==> src/triangle_normal_and_bounds_assert.svh <==
// Assertion macros for the triangle normal and bounds block.
// Used by the top level; no other dependencies.
`ifndef TRIANGLE_NORMAL_AND_BOUNDS_ASSERT_SVH
`define TRIANGLE_NORMAL_AND_BOUNDS_ASSERT_SVH
`ifndef SYNTHESIS
`define TNB_ASSERT_CLK(label, prop, msg) \
  label: assert property (@(posedge clk) disable iff (!rst_n) prop) else $error(msg);
`define TNB_ASSERT_NEVER(label, expr, msg) \
  label: assert property (@(posedge clk) disable iff (!rst_n) !(expr)) else $error(msg);
`else
`define TNB_ASSERT_CLK(label, prop, msg)
`define TNB_ASSERT_NEVER(label, expr, msg)
`endif
`endif

==> src/tnb_box.sv <==
// Running axis-aligned box: one vertex compared per cycle on all three axes.
// Depends on tnb_pkg for nothing beyond the coordinate width handed down.
module tnb_box #(
  parameter int CB = 32
) (
  input  logic                 clk,
  input  logic                 rst_n,
  input  logic                 start,
  input  logic                 tri_f,
  input  logic                 clear,
  input  logic signed [CB-1:0] vtx [9],
  output logic signed [CB-1:0] low [3],
  output logic signed [CB-1:0] high [3],
  output logic                 busy
);
  localparam logic signed [CB-1:0] MOST_POS = {1'b0, {(CB-1){1'b1}}};
  localparam logic signed [CB-1:0] MOST_NEG = {1'b1, {(CB-1){1'b0}}};

  logic signed [CB-1:0] vr_r [9];
  logic signed [CB-1:0] low_r [3];
  logic signed [CB-1:0] high_r [3];
  logic [1:0]           left_r;

  always_ff @(posedge clk) begin
    if (start) begin
      vr_r <= vtx;
    end else if (left_r != 2'd0) begin
      // shift the next vertex into the compare slot
      for (int i = 0; i < 6; i++) vr_r[i] <= vr_r[i+3];
    end
  end

  always_ff @(posedge clk) begin
    if (!rst_n) begin
      left_r <= 2'd0;
      for (int i = 0; i < 3; i++) begin
        low_r[i]  <= MOST_POS;
        high_r[i] <= MOST_NEG;
      end
    end else begin
      if (start) begin
        left_r <= tri_f ? 2'd3 : 2'd0;
      end else if (left_r != 2'd0) begin
        left_r <= left_r - 2'd1;
        for (int i = 0; i < 3; i++) begin
          if (vr_r[i] < low_r[i])  low_r[i]  <= vr_r[i];
          if (vr_r[i] > high_r[i]) high_r[i] <= vr_r[i];
        end
      end
      if (clear) begin
        for (int i = 0; i < 3; i++) begin
          low_r[i]  <= MOST_POS;
          high_r[i] <= MOST_NEG;
        end
      end
    end
  end

  assign low  = low_r;
  assign high = high_r;
  assign busy = (left_r != 2'd0);
endmodule

==> config.mk <==
export PLATFORM = sky130hd
export DESIGN_NAME = tnb_box
export DESIGN_NICKNAME = d
export VERILOG_FILES = /design/src/triangle_normal_and_bounds_assert.svh /design/src/tnb_box.sv
export SDC_FILE = /design/constraint.sdc
export NUM_CORES = 1
export LEC_CHECK = 0
export BUFFER_PORTS_ARGS = -buffer_cell sky130_fd_sc_hd__buf_4
export CAP_MARGIN = 20
export CORE_ASPECT_RATIO = 0.5
export CORE_UTILIZATION = 54
export DETAILED_ROUTE_END_ITERATION = 12
export PLACE_DENSITY_LB_ADDON = 0.05
export SLEW_MARGIN = 20
export SYNTH_ARGS = -nofsm -noshare
export SYNTH_HDL_FRONTEND = slang
export SYNTH_SLANG_ARGS = --single-unit
==> constraint.sdc <==
create_clock -name clk -period 10.14 [get_ports clk]
set_clock_uncertainty 0.2 [all_clocks]
set_input_delay 1.521 -clock clk [delete_from_list [all_inputs] [get_ports clk]]
set_output_delay 1.521 -clock clk [all_outputs]
set_load 0.005 [all_outputs]
# [Yosys cells after proc, flatten, opt, wreduce, memory -nomap -nowiden]
# Index checks and enable logic that the tools add are counted.
# Widths: inputs -> output; s select.
[totals] word_cells=39 register_bits=482 out_inout_bits=193 in_bits=293
[classes] reduce_logical=9 bitwise_logic=2 n_lt_le_gt_ge=6 add_sub_neg=1 mux=5
[ops] op="$mux 192" n=2
[ops] op="$gt 32x32->1" n=3
[ops] op="$lt 32x32->1" n=3
[ops] op="$reduce_and 3->1" n=6
[ops] op="$mux 2" n=3
[ops] op="$reduce_bool 2->1" n=2
[ops] op="$not 1->1" n=2
[ops] op="$reduce_or 2->1" n=1
[ops] op="$sub 2x1->2 const B" n=1

# [Logic depth before layout (Yosys ltp)]
[depth] ltp_word=3 depth_mapped=11 ltp_nobuf=9

# [Worst setup path after synthesis]
# Ideal clock, no wire load.
[synth_path] path_kind="in2reg" start="input port start" end="register vr_r[100] (netlist bit) (enable)" stages=4 required_ps=9354 slack_ps=2314 setup_ps=586 arrival_time_ps=7039 path_buffers=3 cell_sequence="clkbuf_1 clkbuf_1 clkbuf_1 nand2b_1"
[synth_between] elab_chain_len=1
[synth_rtl] element="start: declaration" line="tnb_box.sv:8" rtl="input logic start,"
[synth_rtl] element="$reduce_bool 2->1 (no source line)"
[synth_rtl] element="end signal: assignment" line="tnb_box.sv:26" rtl="vr_r <= vtx;"
[synth_rtl] element="end: declaration" line="tnb_box.sv:19" rtl="logic signed [CB-1:0] vr_r [9];"
# No other way between the ends.
# A chain may end at the register's enable or synchronous reset.

# [Worst setup path after layout]
[layout_path] start="input port start" end="register vr_r[219] (netlist bit) (enable)"
# The elaborated chain is that of the path after synthesis.

==> metrics.txt <==
CP required=10110 ps; DIE AREA=0.0415 mm2; Clk Latency, worst-skew pair=560 ps; count of pins over their slew limit=0; Comb pwr share=0.127; Startpoint Class=input port; sequential area share after synthesis=0.571; TritonCTS clock tree=built; crit end category=register; Hold Buf Count CTS=0; drt drc=0; top area cells in the synthesized netlist=edfxtp_1 (39%), dfxtp_1 (18%), ha_1 (11%); vias in the first global route=14600; non-filler cells, final=2719; Max-cap violations=0; Synth Instances=1676; Setup CP Type=input port to register; worst slew pin tran=962 ps; DR vias/cell=5.53; CTS Buffer Depth=3; synth warn=0; via count=15000; Reg clk slew, reported paths=70 ps; Hold WC Path Type=register to register; antenna viol nets, final=0; pwr dens=167 mW/mm2; core area=0.0395 mm2; Post-Syn Area per Cell=13.1 um2; H-tree level count=2; Detail Placement HPWL=39.6 mm; post-CTS setup buffer count=0; Clk pwr share=0.359; Critical Path AT=3880 ps; Cell variety after synth=59; initial antenna violation count=0; Iter 0 DRT Violations=650; Antenna diodes=0; IO Pins=486; Cell Rows=51; clock root cell=clkbuf_16; Pint=3.46 mW; FILL cells=2910; Synth top area share=0.394; FMAX=0.256 GHz; Sw Share=0.249; Initial Utilization=0.556; CP Max Fanout=86; Post-synth top cells=edfxtp_1 (288), inv_1 (200), dfxtp_1 (194), mux2_2 (192), ha_1 (190); status=finished clean; EDFF count, synth=288; GRT Total Usage=0.253; Psw=1.15 mW; Final setup viols=0; Final Critical Period=3910 ps; worst vdd ir=0.140 mV; leak pwr=11.9 nW; DR WL/cell=19.9 um; Placed Cells=2636; gpl congestion=0.862; Syn Std Cell Area=0.0220 mm2; # resized after CTS=0; final setup TNS=0 ps; TritonCTS buffer count=44; sequential share of power=0.514; largest net degree at the start of global routing=89; Sink Count=482; share of cells above drive strength 1=0.358; fraction of registers with async set/reset=0; die width=287 um; die height=145 um; first-pass GRT wire length=80.6 mm; PortBufs=485; post-synth net total=2159; Yosys reg bits=482; Slew headroom=0.358; Remaining Overflow, GRT=0; Area growth syn-to-layout=25.3%; Top FF cell, synth=edfxtp_1; Routed WL=54.1 mm; most common cell in the synthesized netlist=edfxtp_1; TritonRoute pass-1 iters=5; crit share post-route=0.386; RSZ-0062 raised after global routing=false; Synth area leader=edfxtp_1; Net count, final=2636; Final Hold Viols=0
-- metal layers --
metal	up-vias	GRT usage	share of wire
met4	0	0.0764	0.026
li1	7309	-	-
met1	7296	0.313	0.42
met3	83	0.0573	0.058
met2	351	0.441	0.50
met5	-	0	0
-- path summary, 6_finish.rpt --
kind / from / end / slack (ps) / depth (start not counted)
worst max register to register: vr_r[255] / high[33] / 6450 / 9
worst min-delay path: high[30] / high[30] / 290 / 2
worst min register to register: high[30] / high[30] / 290 / 2
worst max-delay path: start / vr_r[219] / 6230 / 3
-- critical path, cell delays in order --
cell and delay (ps):
buf_8 430, nand2b_4 870, buf_4 810
-- flip-flops by register name, indices dropped and copies added (netlist names) --
register / count
left_r: 2
low: 96
vr_r: 288
high: 96
-- metrics by stage --
step / instance area, um2 / hold WS [ps] / total power [mW] / utilization / setup WS (ps)
finish: 27500 / 294 / 4.60 / 0.697 / 6230
CTS: 27500 / 298 / 4.64 / 0.696 / 6190
floorplan: 22000 / 267 / 2.73 / - / 2310
detailed placement: 26100 / 281 / 2.99 / 0.661 / 5660
global placement: 26100 / 273 / 2.97 / 0.661 / 5710
global route: 27500 / 312 / 4.79 / 0.697 / 6090
-- placed cells by master, fill, tap and decap left out, drive strengths merged, types with 5 or more instances in the layout --
master	count
nand2	41
dfxtp	194
a21oi	82
o22a	31
nor3	11
nand2b	5
a31oi	8
o32a	60
a21o	22
nand4	39
a22o	90
nor2b	5
a221oi	5
and4	7
o211ai	8
ha	190
inv	202
or2	5
mux2	192
nor2	20
nand3	15
clkbuf	58
o21ai	34
edfxtp	288
clkinv	16
buf	500
-- cells by family (layout without fill, tap and decap cells) --
kind of cell / count (synthesis) / count (layout) / synth area share
buffers and inverters: 269 / 782 / 0.0493
AND/OR/NAND/NOR: 169 / 169 / 0.0423
adder cells (fa/ha/maj): 190 / 190 / 0.108
flip-flops: 482 / 482 / 0.571
AO/OA/AOI/OAI: 369 / 369 / 0.129
multiplexers: 194 / 194 / 0.0993
XOR/XNOR: 3 / 3 / 0.00120
-- power groups by stage --
stage | registers, mW | logic [mW] | clock network, mW
after floorplan | 2.38 | 0.356 | 0
after global placement | 2.40 | 0.566 | 0
after detailed placement | 2.41 | 0.581 | 0
after CTS | 2.36 | 0.587 | 1.69
after global routing | 2.38 | 0.652 | 1.76
final | 2.36 | 0.585 | 1.65
-- layout make-up --
| cell class | count | area [um2] | share of cell area |
|---|---|---|---|
| tap | 530 | 663 | 0.0241 |
| timing repair buffer | 500 | 3780 | 0.137 |
| multi-input combinational | 925 | 8400 | 0.305 |
| clock inverter | 24 | 220 | 0.00800 |
| inverter | 200 | 751 | 0.0273 |
| clock buffer | 58 | 1180 | 0.0430 |
| sequential | 482 | 12500 | 0.455 |
No activity file was read; power rests on OpenSTA's default activity.
